`config.mk`:
```
export PLATFORM = sky130hd
export DESIGN_NAME = date_validate_and_day_difference_top
export DESIGN_NICKNAME = d
export VERILOG_FILES = /design/src/design/dvd_pkg.sv /design/src/design/date_validate_and_day_difference_top.sv /design/src/design/dvd_front.sv /design/src/design/dvd_queue.sv /design/src/design/dvd_back.sv
export VERILOG_INCLUDE_DIRS = /design/src /design/src/design
export SDC_FILE = /design/constraint.sdc
export NUM_CORES = 1
export LEC_CHECK = 0
export BUFFER_PORTS_ARGS = -buffer_cell sky130_fd_sc_hd__buf_2
export CAP_MARGIN = 20
export CORE_ASPECT_RATIO = 0.7
export CORE_MARGIN = 1
export CORE_UTILIZATION = 50
export DETAILED_ROUTE_END_ITERATION = 12
export PLACE_DENSITY_LB_ADDON = 0.1
export SLEW_MARGIN = 5
export SYNTH_ARGS = -nofsm -noshare
export SYNTH_HDL_FRONTEND = slang
export SYNTH_SLANG_ARGS = --single-unit
```
`constraint.sdc`:
```
create_clock -name clk -period 7.84 [get_ports clk]
set_clock_uncertainty 0.1 [all_clocks]
set_input_delay 1.568 -clock clk [delete_from_list [all_inputs] [get_ports clk]]
set_output_delay 1.568 -clock clk [all_outputs]
set_load 0.01 [all_outputs]
```
`src/design/date_validate_and_day_difference_top_macros.svh`:
```
// Assertion macros for the date difference design, included by the day counter.
`ifndef DATE_VALIDATE_AND_DAY_DIFFERENCE_TOP_MACROS_SVH
`define DATE_VALIDATE_AND_DAY_DIFFERENCE_TOP_MACROS_SVH

// Same-cycle implication, checked on clk, off during reset.
`define DVD_ASSERT_IMP(lbl, ante, cons, msg) \
  lbl: assert property (@(posedge clk) disable iff (!rst_n) (ante) |-> (cons)) else $error(msg);

// Next-cycle implication, checked on clk, off during reset.
`define DVD_ASSERT_NXT(lbl, ante, cons, msg) \
  lbl: assert property (@(posedge clk) disable iff (!rst_n) (ante) |=> (cons)) else $error(msg);

`endif

```
`src/design/dvd_pkg.sv`:
```
// Types, constants and calendar tables for the date difference block.
package dvd_pkg;

  localparam int unsigned MAX_YEAR  = 9999;
  localparam int unsigned MAX_COUNT = 3652424;
  localparam logic [10:0] RECIP25   = 11'd1311;
  localparam logic [10:0] DAYS_YEAR = 11'd365;
  localparam logic [3:0]  MON_FEB   = 4'd2;
  localparam logic [3:0]  MON_DEC   = 4'd12;

  typedef struct packed {
    logic       pad;
    logic [4:0] day_b;
    logic [3:0] month_b;
    logic [13:0] year_b;
    logic [5:0] second_a;
    logic [5:0] minute_a;
    logic [4:0] hour_a;
    logic [4:0] day_a;
    logic [3:0] month_a;
    logic [13:0] year_a;
  } in_word_t;

  typedef struct packed {
    logic [13:0] year_a;
    logic [3:0]  month_a;
    logic [4:0]  day_a;
    logic [13:0] year_b;
    logic [3:0]  month_b;
    logic [4:0]  day_b;
    logic        leap_a;
    logic        leap_b;
    logic        date_a_ok;
    logic        time_a_ok;
    logic        date_b_ok;
  } entry_t;

  typedef struct packed {
    logic [6:0]  pad;
    logic [21:0] day_count;
    logic        date_b_ok;
    logic        time_a_ok;
    logic        date_a_ok;
  } out_word_t;

  function automatic logic [4:0] month_len(input logic [3:0] m, input logic leap);
    logic [4:0] len;
    case (m) inside
      4'd1, 4'd3, 4'd5, 4'd7, 4'd8, 4'd10, 4'd12: len = 5'd31;
      4'd4, 4'd6, 4'd9, 4'd11:                    len = 5'd30;
      MON_FEB:                                    len = leap ? 5'd29 : 5'd28;
      default:                                    len = 5'd0;
    endcase
    return len;
  endfunction

  function automatic logic [8:0] days_before(input logic [3:0] m);
    logic [8:0] n;
    case (m)
      4'd1:    n = 9'd0;
      4'd2:    n = 9'd31;
      4'd3:    n = 9'd59;
      4'd4:    n = 9'd90;
      4'd5:    n = 9'd120;
      4'd6:    n = 9'd151;
      4'd7:    n = 9'd181;
      4'd8:    n = 9'd212;
      4'd9:    n = 9'd243;
      4'd10:   n = 9'd273;
      4'd11:   n = 9'd304;
      4'd12:   n = 9'd334;
      default: n = 9'd0;
    endcase
    return n;
  endfunction

endpackage

```
`src/design/date_validate_and_day_difference_top.sv`:
```
// The day counter takes its eight steps on one shared multiplier, plus load and
// unload, per word, and takes no new word until its result is loaded; the input
// stage and two-entry queue run ahead of it independently.
// Reset: synchronous active-low rst_n empties the queue and all valid flags.
module date_validate_and_day_difference_top (
  input  logic        clk,
  input  logic        rst_n,
  input  logic        in_tvalid,
  output logic        in_tready,
  // year_a[13:0] month_a[17:14] day_a[22:18] hour_a[27:23] minute_a[33:28]
  // second_a[39:34] year_b[53:40] month_b[57:54] day_b[62:58] zero[63]
  input  logic [63:0] in_tdata,
  output logic        out_tvalid,
  input  logic        out_tready,
  // date_a_ok[0] time_a_ok[1] date_b_ok[2] day_count[24:3] zero[31:25]
  output logic [31:0] out_tdata
);
  import dvd_pkg::*;

  logic   push, q_full, pop, q_empty;
  entry_t push_entry, pop_entry;

  dvd_front u_front (
    .clk        (clk),
    .rst_n      (rst_n),
    .in_tvalid  (in_tvalid),
    .in_tready  (in_tready),
    .in_tdata   (in_tdata),
    .push       (push),
    .push_entry (push_entry),
    .q_full     (q_full)
  );

  dvd_queue u_queue (
    .clk        (clk),
    .rst_n      (rst_n),
    .push       (push),
    .push_entry (push_entry),
    .full       (q_full),
    .pop        (pop),
    .pop_entry  (pop_entry),
    .empty      (q_empty)
  );

  dvd_back u_back (
    .clk        (clk),
    .rst_n      (rst_n),
    .q_empty    (q_empty),
    .q_entry    (pop_entry),
    .pop        (pop),
    .out_tvalid (out_tvalid),
    .out_tready (out_tready),
    .out_tdata  (out_tdata)
  );

endmodule

```
`src/design/dvd_front.sv`:
```
// Input stage: takes words, checks time and dates, emits classified entries.
module dvd_front (
  input  logic                clk,
  input  logic                rst_n,
  input  logic                in_tvalid,
  output logic                in_tready,
  input  logic [63:0]         in_tdata,
  output logic                push,
  output dvd_pkg::entry_t     push_entry,
  input  logic                q_full
);
  import dvd_pkg::*;

  in_word_t   w_r;
  logic       s1_valid_r, s1_valid_nxt;
  logic [6:0] qa_r, qb_r;
  logic [22:0] prod_a, prod_b;
  logic       leap_a, leap_b;
  logic       accept;

  function automatic logic is_leap(input logic [13:0] y, input logic [6:0] q);
    logic div100;
    div100 = ({5'd0, q} * 12'd25) == y[13:2];
    return (y[1:0] == 2'b00) && (!div100 || (q[1:0] == 2'b00));
  endfunction

  function automatic logic date_ok(input logic [13:0] y, input logic [3:0] m,
                                   input logic [4:0] d, input logic leap);
    return (32'(y) <= MAX_YEAR) && (m != 4'd0) && (m <= MON_DEC) &&
           (d != 5'd0) && (d <= month_len(m, leap));
  endfunction

  assign in_tready = !s1_valid_r || !q_full;
  assign accept    = in_tvalid && in_tready;
  assign push      = s1_valid_r && !q_full;

  // y/100 = (y/4)/25 by reciprocal
  assign prod_a = 23'(in_tdata[13:2]) * 23'(RECIP25);
  assign prod_b = 23'(in_tdata[53:42]) * 23'(RECIP25);

  always_comb begin
    s1_valid_nxt = s1_valid_r;
    if (accept) begin
      s1_valid_nxt = 1'b1;
    end else if (push) begin
      s1_valid_nxt = 1'b0;
    end
  end

  always_ff @(posedge clk) begin
    if (!rst_n) begin
      s1_valid_r <= 1'b0;
    end else begin
      s1_valid_r <= s1_valid_nxt;
    end
  end

  always_ff @(posedge clk) begin
    if (accept) begin
      w_r  <= in_word_t'(in_tdata);
      qa_r <= prod_a[21:15];
      qb_r <= prod_b[21:15];
    end
  end

  assign leap_a = is_leap(w_r.year_a, qa_r);
  assign leap_b = is_leap(w_r.year_b, qb_r);

  always_comb begin
    push_entry.year_a    = w_r.year_a;
    push_entry.month_a   = w_r.month_a;
    push_entry.day_a     = w_r.day_a;
    push_entry.year_b    = w_r.year_b;
    push_entry.month_b   = w_r.month_b;
    push_entry.day_b     = w_r.day_b;
    push_entry.leap_a    = leap_a;
    push_entry.leap_b    = leap_b;
    push_entry.date_a_ok = date_ok(w_r.year_a, w_r.month_a, w_r.day_a, leap_a);
    push_entry.date_b_ok = date_ok(w_r.year_b, w_r.month_b, w_r.day_b, leap_b);
    push_entry.time_a_ok = (w_r.hour_a <= 5'd23) && (w_r.minute_a <= 6'd59) &&
                           (w_r.second_a <= 6'd59);
  end

endmodule

```
`src/design/dvd_queue.sv`:
```
// Two-entry queue between the input stage and the day counter.
module dvd_queue (
  input  logic            clk,
  input  logic            rst_n,
  input  logic            push,
  input  dvd_pkg::entry_t push_entry,
  output logic            full,
  input  logic            pop,
  output dvd_pkg::entry_t pop_entry,
  output logic            empty
);
  import dvd_pkg::*;

  entry_t     mem_r [2];
  logic       wr_ptr_r, wr_ptr_nxt;
  logic       rd_ptr_r, rd_ptr_nxt;
  logic [1:0] cnt_r, cnt_nxt;

  assign full      = cnt_r == 2'd2;
  assign empty     = cnt_r == 2'd0;
  assign pop_entry = mem_r[rd_ptr_r];

  always_comb begin
    wr_ptr_nxt = push ? ~wr_ptr_r : wr_ptr_r;
    rd_ptr_nxt = pop  ? ~rd_ptr_r : rd_ptr_r;
    cnt_nxt    = cnt_r + 2'(push) - 2'(pop);
  end

  always_ff @(posedge clk) begin
    if (!rst_n) begin
      wr_ptr_r <= 1'b0;
      rd_ptr_r <= 1'b0;
      cnt_r    <= 2'd0;
    end else begin
      wr_ptr_r <= wr_ptr_nxt;
      rd_ptr_r <= rd_ptr_nxt;
      cnt_r    <= cnt_nxt;
    end
  end

  always_ff @(posedge clk) begin
    if (push) begin
      mem_r[wr_ptr_r] <= push_entry;
    end
  end

endmodule

```
`src/design/dvd_back.sv`:
```
// Day counter: day numbers of both dates on a shared multiplier, then the distance.
module dvd_back (
  input  logic            clk,
  input  logic            rst_n,
  input  logic            q_empty,
  input  dvd_pkg::entry_t q_entry,
  output logic            pop,
  output logic            out_tvalid,
  input  logic            out_tready,
  output logic [31:0]     out_tdata
);
  import dvd_pkg::*;

  `include "date_validate_and_day_difference_top_macros.svh"

  localparam logic [1:0] ST_IDLE = 2'd0;
  localparam logic [1:0] ST_RUN  = 2'd1;
  localparam logic [1:0] ST_DONE = 2'd2;

  logic [1:0]  state_r, state_nxt;
  logic [2:0]  step_r, step_nxt;
  entry_t      it_r;
  logic [21:0] acc_r, acc_nxt;
  logic [21:0] na_r;
  logic [24:0] prod_r, prod_nxt;
  logic        out_valid_r, out_valid_nxt;
  out_word_t   out_data_r, out_data_nxt;

  logic [13:0] y;
  logic [3:0]  m;
  logic [4:0]  d;
  logic        lp;
  logic [14:0] y3, y99, y399;
  logic [13:0] mul_a;
  logic [10:0] mul_b;
  logic [21:0] diff;
  logic        out_free;

  assign y    = step_r[2] ? it_r.year_b  : it_r.year_a;
  assign m    = step_r[2] ? it_r.month_b : it_r.month_a;
  assign d    = step_r[2] ? it_r.day_b   : it_r.day_a;
  assign lp   = step_r[2] ? it_r.leap_b  : it_r.leap_a;
  assign y3   = {1'b0, y} + 15'd3;
  assign y99  = {1'b0, y} + 15'd99;
  assign y399 = {1'b0, y} + 15'd399;

  always_comb begin
    unique case (step_r[1:0])
      2'd0:    begin mul_a = y;                mul_b = DAYS_YEAR; end
      2'd1:    begin mul_a = {1'b0, y99[14:2]};  mul_b = RECIP25;   end
      default: begin mul_a = {1'b0, y399[14:2]}; mul_b = RECIP25;   end
    endcase
  end

  assign diff     = (na_r > acc_r) ? (na_r - acc_r) : (acc_r - na_r);
  assign out_free = !out_valid_r || out_tready;
  assign pop      = (state_r == ST_IDLE) && !q_empty;

  always_comb begin
    state_nxt     = state_r;
    step_nxt      = step_r;
    acc_nxt       = acc_r;
    prod_nxt      = 25'(mul_a) * 25'(mul_b);
    out_valid_nxt = out_valid_r && !out_tready;
    out_data_nxt  = out_data_r;
    unique case (state_r)
      ST_IDLE: begin
        if (!q_empty) begin
          state_nxt = ST_RUN;
          step_nxt  = 3'd0;
        end
      end
      ST_RUN: begin
        unique case (step_r[1:0])
          2'd0: acc_nxt = 22'(days_before(m)) + 22'(lp && (m > MON_FEB)) + 22'(d)
                          - 22'd1 + 22'(y3[14:2]);
          2'd1: acc_nxt = acc_r + prod_r[21:0];
          2'd2: acc_nxt = acc_r - 22'(prod_r[24:15]);
          default: acc_nxt = acc_r + 22'(prod_r[24:17]);
        endcase
        step_nxt = step_r + 3'd1;
        if (step_r == 3'd7) begin
          state_nxt = ST_DONE;
        end
      end
      ST_DONE: begin
        if (out_free) begin
          out_valid_nxt          = 1'b1;
          out_data_nxt.pad       = '0;
          out_data_nxt.date_a_ok = it_r.date_a_ok;
          out_data_nxt.time_a_ok = it_r.time_a_ok;
          out_data_nxt.date_b_ok = it_r.date_b_ok;
          out_data_nxt.day_count = (it_r.date_a_ok && it_r.date_b_ok) ? diff : 22'd0;
          state_nxt              = ST_IDLE;
        end
      end
      default: state_nxt = ST_IDLE;
    endcase
  end

  always_ff @(posedge clk) begin
    if (!rst_n) begin
      state_r     <= ST_IDLE;
      step_r      <= 3'd0;
      out_valid_r <= 1'b0;
    end else begin
      state_r     <= state_nxt;
      step_r      <= step_nxt;
      out_valid_r <= out_valid_nxt;
    end
  end

  always_ff @(posedge clk) begin
    if (pop) begin
      it_r <= q_entry;
    end
    if (state_r == ST_RUN && step_r == 3'd4) begin
      na_r <= acc_r;
    end
    acc_r      <= acc_nxt;
    prod_r     <= prod_nxt;
    out_data_r <= out_data_nxt;
  end

  assign out_tvalid = out_valid_r;
  assign out_tdata  = out_data_r;

  `DVD_ASSERT_IMP(a_count_needs_dates, out_valid_r && (out_data_r.day_count != 22'd0), out_data_r.date_a_ok && out_data_r.date_b_ok, "count with invalid date")
  `DVD_ASSERT_IMP(a_count_range, out_valid_r, 32'(out_data_r.day_count) <= MAX_COUNT, "count out of range")
  `DVD_ASSERT_NXT(a_done_loads, (state_r == ST_DONE) && out_free, out_valid_r && (state_r == ST_IDLE), "finished item not loaded")
  `DVD_ASSERT_NXT(a_pop_starts, pop, (state_r == ST_RUN) && (step_r == 3'd0), "popped item not started")

endmodule
```
# Word-level counts from Yosys, hierarchy flattened
# Memories as Yosys holds them, arrays and structs flattened. A register that Yosys moved wholly into a read port is not among the register bits.
# Index checks and enable logic that the tools add are counted.
word_totals:
  regBits: 182
  mem_bits_rw: 102
  mem_bits_ro: 144
  output_inout_bits: 34
  n_memories: 2
op_classes:
  add_sub_neg: 15
  mul: 5
  magnitude_cmp: 11
  n_eq_ne: 36
  n_mux: 30
  bitwise: 2
  reduce_logical: 50
memory_table:
  columns: ["name", "depth", "width", "rd", "rd_ports_with_merged_regs", "wr", "line_no", "source"]
  rows:
  - ["(name not given)", 16, 9, 1, 0, 0, "dvd_pkg.sv:59", "case (m)"]
  - ["u_queue.mem_r", 2, 51, 1, 1, 1, "dvd_queue.sv:14", "entry_t mem_r [2];"]
ops:
  columns: ["cell", "count"]
  rows:
  - ["case mux 22 bit (3 select lines)", 1]
  - ["multiplier 12 x 11 -> 22 bit (second input constant)", 2]
  - ["subtractor 22 bit", 2]
  - ["== test 4 bit (second input constant)", 10]
  - ["2-to-1 mux 5 bit", 7]
  - ["== test 4 x 3 -> 1 bit (second input constant)", 8]
  - ["less-or-equal comparator 14 bit (second input constant)", 2]
  - ["case mux 14 bit (2 select lines)", 1]
  - ["multiplier 14 x 11 -> 25 bit", 1]
  - ["== test 12 bit", 2]
  - ["multiplier 7 x 5 -> 12 bit (second input constant)", 2]
  - ["adder 22 x 13 -> 22 bit", 1]
  - ["adder 22 bit", 1]
  - ["adder 22 x 5 -> 22 bit", 1]
  - ["adder 22 x 8 -> 22 bit", 1]
  - ["> comparator 22 bit", 1]
  - ["2-to-1 mux 22 bit", 1]
  - ["subtractor 22 x 1 -> 22 bit (second input constant)", 1]
  - ["subtractor 22 x 10 -> 22 bit", 1]
  - ["logical AND 1 bit", 19]
  - ["2-to-1 mux 9 bit", 2]
  - ["== test 4 x 2 -> 1 bit (second input constant)", 4]
  - ["adder 14 x 2 -> 15 bit (second input constant)", 1]
  - ["adder 14 x 7 -> 15 bit (second input constant)", 1]
  - ["35 further kinds", 76]

# Longest topological paths before layout
# Gate-level depths: netlist of run 1.
logic_depth:
  word_depth: 11
  depth_mapped: 35

# Modules after synthesis
# A second synthesis of run 1 with hierarchy kept.
unflattened:
  cells_unflattened: 2516
  area_unflattened_um2: 28102.0
by_module_without_submodules:
  columns: ["mod", "instances", "cells_each", "area_each_um2"]
  rows:
  - ["dvd_back", 1, 1528, 14694.1]
  - ["dvd_front", 1, 808, 9246.4]
  - ["dvd_queue", 1, 180, 4161.5]

# Least setup slack after synthesis of run 1
# No wires, ideal clock.
synth_path:
  kind: "register to register"
  from: "reg u_back.step_r[2]"
  to: "reg u_back.prod_r[24]"
  setup_ns: 0.120
  arrival_time_ns: 7.633
  path_slack_ns: -0.013
  path_stages_with_launch: 31
  period_less_slack_ns: 7.853
  path_cell_list: "dfxtp_1 > buf_2 > buf_4 > buf_2 > mux2i_1 > inv_1 > ha_1 > or3_1 > a211o_1 > a31oi_2 > nor2_1 > and3_1 > or3_1 > o21ai_0 > fa_1 > fa_1 > fa_1 > fa_1 > inv_1 > fa_1 > inv_1 > ha_1 > and3_1 > nand2_1 > or3_1 > a311oi_1 > o41a_1 > nand4_1 > nand4b_1 > a21oi_1 > xnor2_1"
synth_between:
  elab_chain_cells: 4
  elab_cells_between_ends: 5
synth_rtl:
  columns: ["item", "line_no", "source"]
  rows:
  - ["start, declared", "dvd_back.sv:21", "logic [2:0] step_r, step_nxt;"]
  - ["start signal, assigned", "dvd_back.sv:108", "step_r <= step_nxt;"]
  - ["2-to-1 mux 14 bit (*)", "dvd_back.sv:39", "assign y = step_r[2] ? it_r.year_b : it_r.year_a;"]
  - ["adder 14 x 9 -> 15 bit / adder 14 x 7 -> 15 bit (equally long branches)", "dvd_back.sv:45, dvd_back.sv:44", null]
  - ["case mux 14 bit (2 select lines) (*)", "dvd_back.sv:48", "unique case (step_r[1:0])"]
  - ["multiplier 14 x 11 -> 25 bit (*)", "dvd_back.sv:63", "prod_nxt = 25'(mul_a) * 25'(mul_b);"]
  - ["net u_back.prod_nxt[24]", "dvd_back.sv:25", "logic [24:0] prod_r, prod_nxt;"]
  - ["end signal, assigned", "dvd_back.sv:121", "prod_r <= prod_nxt;"]
  - ["end, declared", "dvd_back.sv:25", null]
# Mark *: on every way through the listed nets, which the timed path passes. The rest lies on a longest branch.
# A chain may end at the register's enable or synchronous reset.

# Final worst setup path of run 1
# Ends and elaborated chain as after synthesis.

==> results of run 1 <==
==> placed cells by master, fill, tap and decap left out, types with 21 or more instances in the layout <==
cell type / count
sky130_fd_sc_hd__nand3_1: 21
sky130_fd_sc_hd__fa_1: 174
sky130_fd_sc_hd__a21o_1: 54
sky130_fd_sc_hd__mux2_2: 66
sky130_fd_sc_hd__ha_1: 432
sky130_fd_sc_hd__nor2_1: 117
sky130_fd_sc_hd__clkbuf_16: 35
sky130_fd_sc_hd__nand2_1: 82
sky130_fd_sc_hd__o21a_1: 28
sky130_fd_sc_hd__xor2_1: 56
sky130_fd_sc_hd__xnor2_1: 110
sky130_fd_sc_hd__inv_1: 369
sky130_fd_sc_hd__o21ai_0: 88
sky130_fd_sc_hd__buf_2: 86
sky130_fd_sc_hd__nor2b_1: 22
sky130_fd_sc_hd__edfxtp_1: 292
sky130_fd_sc_hd__buf_4: 40
sky130_fd_sc_hd__a21oi_1: 100
sky130_fd_sc_hd__mux2i_1: 23
sky130_fd_sc_hd__nand2b_1: 24
sky130_fd_sc_hd__dfxtp_1: 32
sky130_fd_sc_hd__nor3_1: 37
==> worst register-to-register path, cell delays in order, from the launching register on <==
cell,delay [ns]
sky130_fd_sc_hd__dfxtp_4,0.44
sky130_fd_sc_hd__mux2_2,0.37
sky130_fd_sc_hd__ha_1,0.21
sky130_fd_sc_hd__or3_1,0.37
sky130_fd_sc_hd__a211o_1,0.28
sky130_fd_sc_hd__a31oi_4,0.18
sky130_fd_sc_hd__nor2_2,0.08
sky130_fd_sc_hd__and3_4,0.22
sky130_fd_sc_hd__or3_4,0.34
sky130_fd_sc_hd__o21ai_1,0.16
sky130_fd_sc_hd__fa_1,0.46
sky130_fd_sc_hd__fa_1,0.57
sky130_fd_sc_hd__fa_1,0.45
sky130_fd_sc_hd__fa_1,0.56
sky130_fd_sc_hd__inv_1,0.06
sky130_fd_sc_hd__fa_1,0.54
sky130_fd_sc_hd__inv_1,0.05
sky130_fd_sc_hd__ha_1,0.30
sky130_fd_sc_hd__and3_1,0.20
sky130_fd_sc_hd__buf_4,0.14
sky130_fd_sc_hd__a31oi_1,0.27
sky130_fd_sc_hd__a311oi_2,0.17
sky130_fd_sc_hd__o41a_1,0.44
sky130_fd_sc_hd__nand4_1,0.11
sky130_fd_sc_hd__nand4b_1,0.12
sky130_fd_sc_hd__a21oi_2,0.15
sky130_fd_sc_hd__xnor2_1,0.12
==> logic make-up after synthesis <==
family / count (synthesis) / synth area share (%)
XOR/XNOR: 166 / 5.28
flip-flops: 328 / 34.5
other: 2 / 0.0273
adder cells (fa/ha/maj): 609 / 32.4
AND/OR/NAND/NOR: 439 / 8.32
AO/OA/AOI/OAI: 410 / 9.64
buffers and inverters: 428 / 5.98
multiplexers: 96 / 3.86
==> worst max path at each step <==
stage,startpoint,endpoint,cells after the start
2_1_floorplan,u_back.step_r[2],u_back.prod_r[24],30
3_3_place_gp,u_back.step_r[2],u_back.prod_r[24],27
3_5_place_dp,u_back.step_r[2],u_back.prod_r[24],29
4_1_cts,u_back.step_r[2],u_back.prod_r[24],29
5_1_grt,u_back.step_r[2],u_back.prod_r[24],31
6_report,u_back.step_r[2],u_back.prod_r[24],26
==> cell type report <==
type | instances | area [sq um]
inverter | 374 | 1400
tap | 730 | 913
antenna | 1 | 2.50
sequential | 328 | 9500
clock buffer | 43 | 916
fill | 4745 | 23700
multi-input combinational | 1732 | 16600
timing repair buffer | 130 | 808
clock inverter | 16 | 181
==> metrics by stage <==
step / hold WS [ns] / setup TNS (ns) / instances
3_3_place_gp: 0.340 / -0.135 / 3287
4_1_cts: 0.341 / 0 / 3346
6_report: 0.338 / 0 / 3354
3_5_place_dp: 0.326 / -0.276 / 3287
5_1_grt: 0.341 / -0.0780 / 3353
2_1_floorplan: 0.300 / 0 / 2488
==> flip-flops by register name, indices dropped and copies added (netlist names) <==
register,flops
u_back.state_r,2
u_front.qa_r,7
u_queue.rd_ptr_r,1
u_front.s1_valid_r,1
u_back.out_tdata,25
u_back.out_tvalid,1
u_queue.wr_ptr_r,1
u_back.it_r,51
u_back.acc_r,22
u_queue.cnt_r,2
u_back.na_r,22
u_back.prod_r,25
u_front.push_entry,46
u_front.qb_r,7
u_back.step_r,3
u_queue.mem_r,102
u_front.w_r,10
==> timing repair <==
item | CTS | global route
hold buffers | 0 | 0
setup endpoints to repair | 3 | 8
setup buffers | 0 | 5
pin swaps | 0 | 10
gates resized for setup | 2 | 45
==> routing by layer <==
layer	vias to the layer above	track usage, %
li1	8892	-
met1	8711	32.9
met2	322	31.1
met3	54	3.82
met4	0	4.28
met5	-	0
==> results.txt, run 1 <==
Area of the die: 0.0560 sq mm
Buf+Inv Stages, Crit Path: 3
Reported max-cap violation count: 0
Die W: 282 um
Starting DRC count in detailed routing: 1084
Placeable core region: 0.0540 sq mm
Source of the worst register-to-register timing path: u_back.step_r[2]
Via total after detailed routing: 18000
Synth Area per Inst: 11.1 sq um
DR top layer: met4
Hold Crit Class: register to register
I/O pin cnt: 102
Post-synth top area share: 31.9%
Synth Warn #: 0
Met2 wire length: 24700 um
Minimum period implied by the final worst setup slack: 7.56 ns
Largest driver fanout on the critical path: 6
Cell count of the worst hold path: 0
Worst reg2reg path endpoint: u_back.prod_r[24]
Root buffer selected by CTS: sky130_fd_sc_hd__clkbuf_16
Startpoint type of the worst setup path: register
Total setup violations reported at the end of the flow: 0
Mapped Area: 0.0275 sq mm
Level count of the clock H-tree: 2
End-of-flow core utilization: 56.2%
Fraction of layout instances using a drive strength above 1: 11.7%
Number of iterations in the first detailed-routing pass: 5
Most numerous cell on the critical path: sky130_fd_sc_hd__fa_1
Relative max-transition margin: 38.7%
Via-to-Cell Ratio: 5.36
TritonCTS Sinks: 328
TritonCTS clock tree: yes
Maximum clock path buffer count: 3
Largest stage delay on the critical path: 0.57 ns
Type of the worst setup path: register to register
Type of element capturing the critical path: register
Startpoint of the worst hold path: u_back.it_r[1]
Clk pin slew, worst setup/hold paths: 0.07 ns
Area of all placed cells without fillers: 0.0304 sq mm
Cell variety after synth: 77
Max frequency: 0.132 GHz
Number of antenna violations at the first check in global routing: 0
WL final: 58400 um
Main synth FF type: sky130_fd_sc_hd__edfxtp_1
Outcome: finished, final reports clean
Routed wire length per instance: 17.4 um
Count of final max-slew check failures: 0
Critical path's slowest cell: sky130_fd_sc_hd__fa_1
Post-layout nets: 3277
Number of nets still failing antenna checks after routing: 0
Area growth from synthesis to layout: 10.2%
Buffers added on ports: 86
Dpl hpwl: 46400 um
Detailed-routing wirelength on met1: 29800 um
Number of synthesized register bits: 328
Weighted congestion reported at the end of routability-driven placement: 0.905
Library cell occupying the most area in the post-synthesis netlist: sky130_fd_sc_hd__edfxtp_1
Vertical die dimension: 198 um
Most repeated cell in the gate-level netlist after synthesis: sky130_fd_sc_hd__ha_1
Leftover overflow at the end of global routing: 0
DP Worst Slack: -0.149 ns
Starting utilization of the core area: 51.0%
Required time reported for the critical path endpoint: 8.21 ns
Total Routing Usage GR: 21.4%
Placed cell area: 0.0290 sq mm
Synthesized instance count: 2478
Sequential-to-total area share from yosys stat: 34.5%
R2R Setup Slk: 0.28 ns
Post-layout worst setup margin: 0.279 ns
Top cell family by delay on the critical path: adder cells
Number of remaining DRC errors: 0
CP arrival: 7.93 ns
List of most frequent post-synthesis cells: 435 x sky130_fd_sc_hd__ha_1, 373 x sky130_fd_sc_hd__inv_1, 292 x sky130_fd_sc_hd__edfxtp_1, 174 x sky130_fd_sc_hd__fa_1, 121 x sky130_fd_sc_hd__nor2_1
Count of cells along the worst register-to-register path: 26
Pin count of the biggest net entering global routing: 71
Fin crit share: 96.4%
Wire length of the first global-routing pass: 94100 um
Routed length on met3: 3030 um
Vias in the first global route: 17900
Slew at the pin with the worst max-slew slack: 0.919 ns
Number of buffers added by the clock tree synthesis step: 34
Post-synthesis async set-or-reset flop share: 0%
Worst min-delay path endpoint: u_back.out_tdata[1]
Number of flops mapped to enable cells by yosys: 292
Clock insertion delay at the later pin of the skew report: 0.55 ns
Row count: 71
Top post-synthesis cells by area: sky130_fd_sc_hd__edfxtp_1 32%, sky130_fd_sc_hd__ha_1 20%, sky130_fd_sc_hd__fa_1 13%
Final Hold Violating Endpoints: 0
Power of run 1 is not shown: default switching activity piles up to over one toggle a cycle in this logic, so the estimate is an artifact.
==> run 2, diff against run 1 <==
- REMOVE_ABC_BUFFERS: not set -> 1
==> results.txt, run 2 (same netlist as run 1, synthesis figures left out) <==
Number of standard cells in the final layout excluding fillers: 3348
Die W: 282 um
Leftover overflow at the end of global routing: 0
Reported max-cap violation count: 0
Hold Crit Class: register to register
Clock insertion delay at the later pin of the skew report: 0.54 ns
Number of buffers added by the clock tree synthesis step: 34
Number of placed instances, taps included: 3282
Maximum clock path buffer count: 3
Area growth from synthesis to layout: 10.0%
Most common library cell in the layout ignoring fill and taps: sky130_fd_sc_hd__ha_1
Area of the die: 0.0560 sq mm
Number of nets still failing antenna checks after routing: 0
Max frequency: 0.132 GHz
Count of final max-slew check failures: 0
Minimum period implied by the final worst setup slack: 7.56 ns
Critical path's slowest cell: sky130_fd_sc_hd__fa_1
Dpl hpwl: 45900 um
Post-layout nets: 3270
WL final: 57600 um
Number of remaining DRC errors: 0
Fin crit share: 96.5%
Type of element capturing the critical path: register
Root buffer selected by CTS: sky130_fd_sc_hd__clkbuf_16
Vias in the first global route: 17500
CP arrival: 7.93 ns
Final Hold Violating Endpoints: 0
Number of iterations in the first detailed-routing pass: 6
Via total after detailed routing: 17900
Placeable core region: 0.0540 sq mm
Outcome: finished, final reports clean
Total Routing Usage GR: 21.1%
Number of antenna violations at the first check in global routing: 1
Row count: 71
Commonest non-fill, non-tap cells in the layout: 433 x sky130_fd_sc_hd__ha_1, 371 x sky130_fd_sc_hd__inv_1, 292 x sky130_fd_sc_hd__edfxtp_1
Largest driver fanout on the critical path: 5
Buffers added on ports: 86
Wire length of the first global-routing pass: 93100 um
Largest register by flop count: u_queue.mem_r
Fraction of layout instances using a drive strength above 1: 11.4%
Clk pin slew, worst setup/hold paths: 0.06 ns
Largest stage delay on the critical path: 0.55 ns
Vertical die dimension: 198 um
Most numerous cell on the critical path: sky130_fd_sc_hd__fa_1
Level count of the clock H-tree: 2
Via-to-Cell Ratio: 5.36
Starting DRC count in detailed routing: 1115
TritonCTS clock tree: yes
Routed wire length per instance: 17.2 um
TritonCTS Sinks: 328
Total of fill cells in the finished design: 4783
Relative max-transition margin: 39.4%
I/O pin cnt: 102
Required time reported for the critical path endpoint: 8.21 ns
Weighted congestion reported at the end of routability-driven placement: 0.885
Pin count of the biggest net entering global routing: 71
Total setup violations reported at the end of the flow: 0
Startpoint type of the worst setup path: register
Slew at the pin with the worst max-slew slack: 0.886 ns
Max FFs per register: 102
Starting utilization of the core area: 51.0%
Type of the worst setup path: register to register
==> run 2: changes by cell type in the layout (fill, tap and decap cells not counted), sizes merged <==
cell / previous run / this run
inv: 378 / 377
clkbuf: 43 / 39
bufinv: 2 / 4
clkinvlp: 1 / 2
clkinv: 9 / 12
buf: 130 / 123
==> run 2: what timing repair did <==
item / 4_1_cts / 5_1_grt
hold buffers: 0 / 0
resized for setup: 2 / 34
buffers inserted: 0 / 4
endpoints found under the setup margin: 1 / 6
pin swaps: 0 / 9
==> run 2: critical path: cells and delay by family (launching register included) <==
kind | cells | cell delay (ns)
adders and majority gates | 7 | 3.06
DFF | 1 | 0.36
muxes | 1 | 0.24
buffers and inverters | 7 | 0.71
xor gates and xnor gates | 1 | 0.13
AOI/OAI and AO/OA | 8 | 1.72
and+or+nand+nor | 6 | 1.20
==> run 2: metal layers <==
| metal | up-vias | GRT usage, % | routed length (um) |
|---|---|---|---|
| met3 | 51 | 3.79 | 2730 |
| met5 | - | 0 | 0 |
| met4 | 0 | 3.38 | 660 |
| li1 | 8863 | - | - |
| met1 | 8712 | 33.2 | 30100 |
| met2 | 318 | 30.3 | 24200 |
==> run 2: worst paths after layout <==
path	start	to	slack [ns]	depth (start not counted)
min reg2reg	u_back.it_r[1]	u_back.out_tdata[1]	0.36	0
max	u_back.step_r[2]	u_back.prod_r[24]	0.28	30
min	u_back.it_r[1]	u_back.out_tdata[1]	0.36	0
max reg2reg	u_back.step_r[2]	u_back.prod_r[24]	0.28	30
==> run 2: through the flow <==
| stage | hold slack (ns) | worst slack, ns | utilization (%) | setup TNS, ns | cell area [sq um] |
|---|---|---|---|---|---|
| after global routing | 0.361 | -0.00680 | 56.1 | -0.00680 | 30300 |
| after detailed placement | 0.355 | -0.0162 | 53.6 | -0.0162 | 28900 |
| after CTS | 0.367 | 0.0306 | 55.7 | 0 | 30100 |
| final | 0.357 | 0.276 | 56.1 | 0 | 30300 |
| after global placement | 0.339 | 0.0464 | 53.6 | 0 | 28900 |
| after floorplan | 0.300 | -0.373 | - | -0.840 | 27300 |
==> run 2: layout make-up <==
cell class	instances	area, sq um	area share, %
multi-input combinational	1732	16600	54.8
sequential	328	9500	31.3
inverter	374	1400	4.63
tap	730	913	3.02
clock buffer	39	891	2.94
timing repair buffer	123	732	2.42
clock inverter	21	240	0.793
antenna	1	2.50	0.00826
Power of run 2 is left out for the same reason.
